File: src/rtl/core/skf_pkg.sv
package skf_pkg;

    // Fractional bits of variance, noise and gain words.
    localparam int FRAC_BITS_VAR = 30;

    localparam int DATA_W  = 32;
    localparam int VAR_W   = 32;
    localparam int GAIN_W  = FRAC_BITS_VAR + 1;      // gain spans 0 .. 1.0 inclusive
    localparam int INNOV_W = DATA_W + 1;
    localparam int PROD_W  = INNOV_W + GAIN_W + 1;
    localparam int STEP_W  = $clog2(GAIN_W);

    localparam longint unsigned VAR_ONE_L = 64'd1 << FRAC_BITS_VAR;

    localparam logic [VAR_W-1:0]  VAR_ONE  = VAR_W'(VAR_ONE_L);
    localparam logic [GAIN_W-1:0] GAIN_ONE = GAIN_W'(VAR_ONE_L);
    localparam logic [VAR_W-1:0]  Q_RESET  = VAR_W'((VAR_ONE_L + 64'd5000) / 64'd10000);
    localparam logic [VAR_W-1:0]  R_RESET  = VAR_W'((VAR_ONE_L + 64'd50) / 64'd100);

    // Configuration register indexes
    localparam logic REG_PROCESS_NOISE     = 1'b0;
    localparam logic REG_MEASUREMENT_NOISE = 1'b1;

endpackage

File: src/rtl/core/scalar_kalman_filter_unit.sv
// Scalar Kalman filter (random-walk model). Each measurement transfer on the
// slave side yields one estimate transfer on the master side. An item passes
// through prediction, the gain division, the estimate update and the variance
// update before its estimate is registered, and the next measurement is taken
// only once that item is through: the gain comes from a bit-serial divider
// that yields one quotient bit per cycle, and one shared multiplier then
// forms the estimate step and the new variance in turn. s_tready is high only
// while no item is in work; a finished estimate may wait in the output
// register while the next measurement is taken. Write configuration only
// while idle.
module scalar_kalman_filter_unit (
    input  logic                       clk,
    input  logic                       rst_n,
    input  logic                       cfg_we,
    input  logic                       cfg_addr,
    input  logic [skf_pkg::VAR_W-1:0]  cfg_wdata,
    input  logic                       s_tvalid,
    output logic                       s_tready,
    input  logic [skf_pkg::DATA_W-1:0] s_tdata,   // [31:0] measurement
    output logic                       m_tvalid,
    input  logic                       m_tready,
    output logic [skf_pkg::DATA_W-1:0] m_tdata    // [31:0] estimate
);
    import skf_pkg::*;

    typedef enum logic [3:0] {
        ST_IDLE,
        ST_PRED,
        ST_DIVGO,
        ST_DIVWAIT,
        ST_MULX,
        ST_UPDX,
        ST_MULP,
        ST_UPDP,
        ST_FIN
    } state_t;

    state_t                     state_reg;
    logic [VAR_W-1:0]           q_reg;
    logic [VAR_W-1:0]           r_reg;
    logic signed [DATA_W-1:0]   est_reg;
    logic [VAR_W-1:0]           var_reg;
    logic signed [DATA_W-1:0]   z_reg;
    logic signed [INNOV_W-1:0]  innov_reg;
    logic [VAR_W-1:0]           pp_reg;
    logic [GAIN_W-1:0]          k_reg;
    logic signed [PROD_W-1:0]   prod_reg;
    logic [DATA_W-1:0]          out_reg;
    logic                       out_valid_reg;

    logic [VAR_W:0]             pp_sum;
    logic [VAR_W-1:0]           pp_next;
    logic signed [INNOV_W-1:0]  innov_next;
    logic signed [INNOV_W-1:0]  mul_a;
    logic [GAIN_W-1:0]          mul_b;
    logic signed [PROD_W-1:0]   mul_p;
    logic [DATA_W-1:0]          prod_scaled;
    logic                       div_start;
    logic                       div_done;
    logic [GAIN_W-1:0]          div_q;
    logic                       out_free;

    skf_div u_div (
        .clk      (clk),
        .rst_n    (rst_n),
        .start    (div_start),
        .pp       (pp_reg),
        .noise    (r_reg),
        .done     (div_done),
        .quotient (div_q)
    );

    // predicted variance saturates at all ones
    assign pp_sum     = {1'b0, var_reg} + {1'b0, q_reg};
    assign pp_next    = pp_sum[VAR_W] ? '1 : pp_sum[VAR_W-1:0];
    assign innov_next = {z_reg[DATA_W-1], z_reg} - {est_reg[DATA_W-1], est_reg};

    // shared multiplier: innovation * K, then pp * (1 - K)
    always_comb
    begin
        if (state_reg == ST_MULX)
        begin
            mul_a = innov_reg;
            mul_b = k_reg;
        end
        else
        begin
            mul_a = {1'b0, pp_reg};
            mul_b = GAIN_ONE - k_reg;
        end
    end

    assign mul_p       = PROD_W'(mul_a) * $signed({1'b0, mul_b});
    assign prod_scaled = prod_reg[FRAC_BITS_VAR +: DATA_W];   // floor(prod / 2^F)

    assign div_start = state_reg == ST_DIVGO;
    assign out_free  = !out_valid_reg || m_tready;
    assign s_tready  = state_reg == ST_IDLE;
    assign m_tvalid  = out_valid_reg;
    assign m_tdata   = out_reg;

    always_ff @(posedge clk or negedge rst_n)
    begin
        if (!rst_n)
        begin
            state_reg     <= ST_IDLE;
            q_reg         <= Q_RESET;
            r_reg         <= R_RESET;
            est_reg       <= '0;
            var_reg       <= VAR_ONE;
            z_reg         <= '0;
            innov_reg     <= '0;
            pp_reg        <= '0;
            k_reg         <= '0;
            prod_reg      <= '0;
            out_reg       <= '0;
            out_valid_reg <= 1'b0;
        end
        else
        begin
            if (cfg_we)
            begin
                unique case (cfg_addr)
                    REG_PROCESS_NOISE:     q_reg <= cfg_wdata;
                    REG_MEASUREMENT_NOISE: r_reg <= cfg_wdata;
                    default:               ;
                endcase
            end

            // in ST_FIN the output register is reloaded below
            if (out_valid_reg && m_tready && (state_reg != ST_FIN))
                out_valid_reg <= 1'b0;

            unique case (state_reg)
                ST_IDLE:
                begin
                    if (s_tvalid)
                    begin
                        z_reg     <= s_tdata;
                        state_reg <= ST_PRED;
                    end
                end
                ST_PRED:
                begin
                    pp_reg    <= pp_next;
                    innov_reg <= innov_next;
                    state_reg <= ST_DIVGO;
                end
                ST_DIVGO:
                begin
                    state_reg <= ST_DIVWAIT;
                end
                ST_DIVWAIT:
                begin
                    if (div_done)
                    begin
                        k_reg     <= div_q;
                        state_reg <= ST_MULX;
                    end
                end
                ST_MULX:
                begin
                    prod_reg  <= mul_p;
                    state_reg <= ST_UPDX;
                end
                ST_UPDX:
                begin
                    est_reg   <= est_reg + prod_scaled;
                    state_reg <= ST_MULP;
                end
                ST_MULP:
                begin
                    prod_reg  <= mul_p;
                    state_reg <= ST_UPDP;
                end
                ST_UPDP:
                begin
                    var_reg   <= prod_scaled;
                    state_reg <= ST_FIN;
                end
                ST_FIN:
                begin
                    if (out_free)
                    begin
                        out_reg       <= est_reg;
                        out_valid_reg <= 1'b1;
                        state_reg     <= ST_IDLE;
                    end
                end
                default:
                begin
                    state_reg <= ST_IDLE;
                end
            endcase
        end
    end

endmodule

File: src/rtl/core/skf_div.sv
// Radix-2 restoring divider for the gain: quotient = floor(pp * 2^F / (pp + noise)).
// One integer step and F fractional steps, one per cycle.
module skf_div (
    input  logic                      clk,
    input  logic                      rst_n,
    input  logic                      start,
    input  logic [skf_pkg::VAR_W-1:0] pp,
    input  logic [skf_pkg::VAR_W-1:0] noise,
    output logic                      done,
    output logic [skf_pkg::GAIN_W-1:0] quotient
);
    import skf_pkg::*;

    logic [VAR_W+1:0]  rem_reg;
    logic [VAR_W:0]    den_reg;
    logic [GAIN_W-1:0] quo_reg;
    logic [STEP_W-1:0] cnt_reg;
    logic              busy_reg;
    logic              done_reg;
    logic              zero_reg;

    logic              take;
    logic [VAR_W+1:0]  diff;
    logic [VAR_W+1:0]  rem_kept;

    assign take     = rem_reg >= {1'b0, den_reg};
    assign diff     = rem_reg - {1'b0, den_reg};
    assign rem_kept = take ? diff : rem_reg;

    always_ff @(posedge clk or negedge rst_n)
    begin
        if (!rst_n)
        begin
            rem_reg  <= '0;
            den_reg  <= '0;
            quo_reg  <= '0;
            cnt_reg  <= '0;
            busy_reg <= 1'b0;
            done_reg <= 1'b0;
            zero_reg <= 1'b0;
        end
        else
        begin
            done_reg <= 1'b0;
            if (start)
            begin
                rem_reg  <= {2'b00, pp};
                den_reg  <= {1'b0, pp} + {1'b0, noise};
                zero_reg <= (pp == '0) && (noise == '0);
                quo_reg  <= '0;
                cnt_reg  <= STEP_W'(GAIN_W - 1);
                busy_reg <= 1'b1;
            end
            else if (busy_reg)
            begin
                // remainder stays below den, so the shift fits
                rem_reg <= {rem_kept[VAR_W:0], 1'b0};
                quo_reg <= {quo_reg[GAIN_W-2:0], take};
                if (cnt_reg == '0)
                begin
                    busy_reg <= 1'b0;
                    done_reg <= 1'b1;
                end
                else
                begin
                    cnt_reg <= cnt_reg - 1'b1;
                end
            end
        end
    end

    assign done     = done_reg;
    assign quotient = zero_reg ? '0 : quo_reg;

endmodule
File: config.mk
export PLATFORM = sky130hd
export DESIGN_NAME = scalar_kalman_filter_unit
export DESIGN_NICKNAME = d
export VERILOG_FILES = /design/src/rtl/core/skf_pkg.sv /design/src/rtl/core/scalar_kalman_filter_unit.sv /design/src/rtl/core/skf_div.sv
export SDC_FILE = /design/constraint.sdc
export NUM_CORES = 2
export LEC_CHECK = 0
export ABC_AREA = 0
export BUFFER_PORTS_ARGS = -buffer_cell sky130_fd_sc_hd__buf_2
export CORE_UTILIZATION = 55
export DETAILED_ROUTE_END_ITERATION = 10
export PLACE_DENSITY = 0.76
export SYNTH_ARGS = -nofsm -noshare
export SYNTH_HDL_FRONTEND = slang
export SYNTH_SLANG_ARGS = --single-unit
File: constraint.sdc
create_clock -name clk -period 9.9 [get_ports clk]
set_input_delay 1.485 -clock clk [delete_from_list [all_inputs] [get_ports clk]]
set_output_delay 1.485 -clock clk [all_outputs]
set_load 0.005 [all_outputs]
# Yosys cells after proc, flatten, opt, wreduce, memory -nomap -nowiden
# Cells that the tools add are included.
# W data, S select, Z words.
classes:
  add_sub_neg: 7
  n_mul: 1
  order_cmp: 1
  n_eq_ne: 13
  mux: 25
  bitwise: 1
  n_reduce_logical: 18
op_table:
  columns: ["cell", "count"]
  rows:
  - ["$mux W31", 4]
  - ["$mux W34", 2]
  - ["$add A32 B32 Y33", 2]
  - ["$mux W33", 2]
  - ["$logic_not A32 Y1", 2]
  - ["$mul A33 B32 Y62", 1]
  - ["$pmux W4 S9", 1]
  - ["$ge A34 B33 Y1", 1]
  - ["$sub A32 B32 Y33", 1]
  - ["$sub A33 B33 Y33", 1]
  - ["$add A32 B32 Y32", 1]
  - ["$mux W32", 1]
  - ["$sub A31 B31 Y31 const A", 1]
  - ["$eq A4 B3 Y1 const B", 4]
  - ["$mux W5", 3]
  - ["$mux W4", 3]
  - ["$reduce_and A2 Y1", 6]
  - ["$mux W1", 9]
  - ["$eq A4 B2 Y1 const B", 2]
  - ["$ne A2 B2 Y1 const B", 3]
  - ["$logic_not A5 Y1", 1]
  - ["$sub A5 B1 Y5 const B", 1]
  - ["$eq A4 B1 Y1 const B", 1]
  - ["$eq A4 B4 Y1 const B", 1]
  - ["other kinds (10)", 12]
totals:
  regBits: 461
  input_bits: 70
  elab_cells: 85

# Longest topological paths before layout
logic_depth:
  word_depth: 5
  depth_mapped: 36
  depth_no_buf: 34

# Hierarchy
# From an unflattened synthesis, not the netlist that was laid out.
hier_totals:
  cells_unflattened: 6494
  area_unflattened_um2: 60081.4
modules_own_cells:
  columns: ["module", "n_inst", "cells_per_inst", "area_each_um2"]
  rows:
  - ["scalar_kalman_filter_unit", 1, 5470, 51309.2]
  - ["skf_div", 1, 1024, 8772.2]

# Least setup slack after synthesis
# Ideal clock, no wire load.
synth_path:
  kind: "flip-flop to flip-flop"
  from: "register k_reg[0]"
  to: "register prod_reg[61]"
  setup_time_ns: 0.071
  arrival_ns: 9.553
  slack_ns: 0.276
  path_stages_with_launch: 34
  path_buffers: 3
  synth_period_minus_slack_ns: 9.624
  cell_sequence: "dfrtp_1 > inv_1 > clkbuf_1 > ha_1 > or4b_1 > nor4_4 > nand3_2 > o31ai_1 > xor2_1 > clkbuf_1 > nor2_1 > fa_1 > inv_1 > fa_1 > inv_1 > fa_1 > fa_1 > fa_1 > fa_1 > fa_1 > inv_1 > fa_1 > inv_1 > ha_1 > clkbuf_1 > nand2_1 > nor4_1 > nor4bb_1 > o311ai_2 > a211oi_2 > or2_1 > a221oi_2 > or3_1 > nand4_1"
synth_between:
  elab_chain_cells: 3
synth_lines:
  columns: ["item", "line_no", "rtl"]
  rows:
  - ["start, declared", "scalar_kalman_filter_unit.sv:46", "logic [GAIN_W-1:0] k_reg;"]
  - ["start signal, assigned", "scalar_kalman_filter_unit.sv:157", "k_reg <= div_q;"]
  - ["$sub A31 B31 Y31", "scalar_kalman_filter_unit.sv:89", "mul_b = GAIN_ONE - k_reg;"]
  - ["$mux W31 (*)", "scalar_kalman_filter_unit.sv:81", "if (state_reg == ST_MULX)"]
  - ["$mul A33 B32 Y62 (*)", "scalar_kalman_filter_unit.sv:93", "assign mul_p = PROD_W'(mul_a) * $signed({1'b0, mul_b});"]
  - ["end signal, assigned", "scalar_kalman_filter_unit.sv:163", "prod_reg <= mul_p;"]
  - ["end signal, assigned", "scalar_kalman_filter_unit.sv:173", "prod_reg <= mul_p;"]
  - ["end, declared", "scalar_kalman_filter_unit.sv:47", "logic signed [PROD_W-1:0] prod_reg;"]
# Every way passes the cells marked *; elsewhere a longest branch is shown, timed or not.
# A chain may end at the register's enable or synchronous reset.

# Final worst setup path
layout_path:
  from: "register k_reg[0]"
  to: "register prod_reg[57]"
# The elaborated chain is that of the path after synthesis.

==> results.txt <==
----------------------------------------------------
[CTS]
  Insertion delay of the later-clocked pin in the worst-skew pair ... 0.61 ns
  Inserted Clock Buffers ... between 40 and 50
  Root buf cell ... sky130_fd_sc_hd__clkbuf_16
  Clock input transition at the sequential cells of the worst setup and hold paths ... 0.06 ns
  Buffer levels on the longest clock path ... 3
  CTS tree ... done
  Number of levels in the clock H-tree ... 2
  Hold Buf Count CTS ... 0
  Clock sinks ... 431

[Cells and area]
  Fraction of final layout cells sized beyond drive strength 1 ... 0.102
  Top library cells by usage in the layout, fill and taps aside ... sky130_fd_sc_hd__inv_1 (1,110), sky130_fd_sc_hd__fa_1 (1,053), sky130_fd_sc_hd__nand2_1 (828)
  Layout net count ... 8,077
  Area growth syn-to-layout ... 8.80%
  Most common library cell in the layout ignoring fill and taps ... sky130_fd_sc_hd__inv_1
  Area occupied by registers ... 10,800 um2
  Layout Cell Area excl Fill ... 65,000 um2
  Multi-input gate area ... 44,100 um2
  Max reg flops ... 34
  Fill count ... 9,005

[Timing]
  Share of the clock period used by the worst path after layout ... 0.974
  Highest attainable clock frequency ... 104 MHz
  Slew @ Worst Pin ... 1.24 ns
  Hold Worst Slack ... 0.478 ns
  Final hold violation count ... 0
  Setup total negative slack ... 0 ns
  Final worst path period need ... 9.64 ns
  Final worst-path setup slack ... between 0.2 and 0.3 ns
  Max-slew violation count ... 0
  Final number of setup-violating endpoints ... 0
  Worst setup skew after layout ... approximately 0.028 ns
  Worst slew margin relative to its limit ... 0.168

[Place]
  Placed cell areas ... 63,100 um2
  RD Place Congestion ... 1.01
  DPL Wire Length ... 148,000 um
  Setup slack at placement ... between 0.1 and 0.15 ns
  Count of port buffers added during placement ... 103

[Synth]
  Mean area per synthesized cell ... between 9 and 10 um2
  Share of synthesized area occupied by flip-flops and latches ... 0.181
  Most used flip-flop cell after synthesis ... sky130_fd_sc_hd__dfrtp_1
  Async set or reset register ratio after synthesis ... 1.00
  Flops & latches, synth ... 431
  Post-Syn Instances ... roughly 6,500
  Count of distinct cell types in the synthesized netlist ... 86
  Number of flops mapped to enable cells by yosys ... 0
  Post-synth design cell area ... 59,700 um2
  Post-Syn Nets ... approximately 8,000
  Warning count from the yosys run ... 0

[GRT]
  Vias in the first global route ... slightly below 50,000
  Antenna violations before repair ... 3
  Wire length of the first global-routing pass ... between 200,000 and 300,000 um
  Total routing usage reported by global routing ... 0.341
  Maximum number of pins on one net before global-route repair ... 106
  GRT Residual Overflow ... 0

[Routing]
  Residual DRC ... 0
  Antenna violation net count after detailed routing ... 0
  Detail-routed via count per cell ... 5.91
  Router iterations before antenna repair ... 6
  Initial DRC Count ... 4,283
  Total wirelength of the detailed-routed design ... between 150,000 and 200,000 um
  Via count ... 47,600
  Routed wire per std cell ... 22.9 um

[Worst setup path]
  Largest stage delay on the critical path ... 1.00 ns
  Kind of end point of the critical path ... flop
  Crit-path most repeated cell ... sky130_fd_sc_hd__fa_1
  Crit path DAT ... 10.09 ns
  Launching element type of the critical path ... flop
  Required time reported for the critical path endpoint ... 10.35 ns
  Critical path fanouts, max ... 6
  CP max stage cell ... sky130_fd_sc_hd__xor2_1
  Critical path start-end classification ... flop to flop

[Outcome]
  Result of the run ... complete, no violations

[Floorplanning]
  Initial standard-cell utilization of the core ... 0.556
  Core Box Area ... 107,000 um2
  DIE HEIGHT ... 332 um
  Floorplan die area ... 110,000 um2
  Rows ... 120
  Overall die width ... 332 um
  Boundary pin count ... 104

[Worst hold path]
  Worst hold-check path type ... flop to flop

[Flow run]
  Max Cap Viol ... 0

----------------------------------------------------
-- logic make-up after synthesis --
logic type,after synthesis,synth area share
compound gates,908,0.0946
mux,208,0.0376
simple gates,1967,0.142
flops,431,0.181
buf+inv,1397,0.0880
fa+ha+maj,1396,0.425
xor+xnor,217,0.0318
-- layer usage --
| metal | track usage | part of all wire | vias up |
|---|---|---|---|
| met5 | 0 | 0 | - |
| li1 | - | - | 20700 |
| met4 | 0.169 | 0.062 | 0 |
| met2 | 0.529 | 0.45 | 2320 |
| met3 | 0.0730 | 0.099 | 529 |
| met1 | 0.457 | 0.39 | 24100 |
-- critical path: cells and delay by family, from the launching register on --
kind,cells,cell delay (ns)
fa+ha+maj,10,4.04
simple gates,6,1.34
xor+xnor,2,1.18
compound gates,6,1.43
flops,1,0.39
buf+inv,7,1.09
-- per-stage QoR --
stage / utilization / cells
2_1_floorplan: - / 6524
3_3_place_gp: 0.588 / 7961
3_5_place_dp: 0.588 / 7961
4_1_cts: 0.603 / 8047
5_1_grt: 0.605 / 8052
6_report: 0.605 / 8053
-- layout make-up --
cell class	instances	share of cell area
Multi-Input combinational cell	4696	0.679
Sequential cell	431	0.166
Inverter	1110	0.0641
Timing Repair Buffer	324	0.0370
Tap cell	1403	0.0270
Clock buffer	63	0.0212
Clock inverter	23	0.00481
Antenna cell	3	0.000116
-- synthesized netlist by cell type (28+ instances only) --
| cell | instances | share of area |
|---|---|---|
| sky130_fd_sc_hd__nand2_1 | 833 | 0.052 |
| sky130_fd_sc_hd__mux2i_1 | 77 | 0.013 |
| sky130_fd_sc_hd__o21ai_0 | 301 | 0.025 |
| sky130_fd_sc_hd__nand3_1 | 49 | 0.0041 |
| sky130_fd_sc_hd__a21oi_1 | 220 | 0.018 |
| sky130_fd_sc_hd__nand2b_1 | 75 | 0.0079 |
| sky130_fd_sc_hd__fa_1 | 1053 | 0.35 |
| sky130_fd_sc_hd__mux2_2 | 131 | 0.025 |
| sky130_fd_sc_hd__nor2_1 | 712 | 0.045 |
| sky130_fd_sc_hd__dfrtp_1 | 408 | 0.17 |
| sky130_fd_sc_hd__ha_1 | 343 | 0.072 |
| sky130_fd_sc_hd__nor3b_1 | 35 | 0.0044 |
| sky130_fd_sc_hd__and3_1 | 29 | 0.0030 |
| sky130_fd_sc_hd__inv_1 | 1110 | 0.070 |
| sky130_fd_sc_hd__nor4_1 | 30 | 0.0031 |
| sky130_fd_sc_hd__nor3_1 | 50 | 0.0042 |
| sky130_fd_sc_hd__a21o_1 | 99 | 0.012 |
| sky130_fd_sc_hd__xor2_1 | 90 | 0.013 |
| sky130_fd_sc_hd__clkbuf_1 | 260 | 0.016 |
| sky130_fd_sc_hd__a211oi_1 | 28 | 0.0035 |
| sky130_fd_sc_hd__nand4_1 | 36 | 0.0038 |
| sky130_fd_sc_hd__xnor2_1 | 127 | 0.019 |
| sky130_fd_sc_hd__o22a_1 | 29 | 0.0043 |
-- path summary, 6_finish.rpt --
path                                               from                            end  depth (start not counted)  slack [ns]
min reg2reg                u_div.den_reg[7]$_DFFE_PN0P_   u_div.den_reg[7]$_DFFE_PN0P_                          2        0.48
min in group asynchronous                         rst_n   u_div.cnt_reg[1]$_DFFE_PN0P_                          1        0.86
max in group asynchronous                         rst_n  u_div.rem_reg[25]$_DFFE_PN0P_                          3        6.97
min                        u_div.den_reg[7]$_DFFE_PN0P_   u_div.den_reg[7]$_DFFE_PN0P_                          2        0.48
max reg2reg                        k_reg[0]$_DFFE_PN0P_       prod_reg[57]$_DFFE_PN0N_                         31        0.26
max                                k_reg[0]$_DFFE_PN0P_       prod_reg[57]$_DFFE_PN0N_                         31        0.26
-- timing repair --
action                     CTS  global route
setup endpoints to repair    0            16
resized for setup            0            30
buffers inserted             0             2
Power is left out: the tool's default activity adds up to more than one toggle a clock period on the data nets, which glitch-free logic cannot reach.
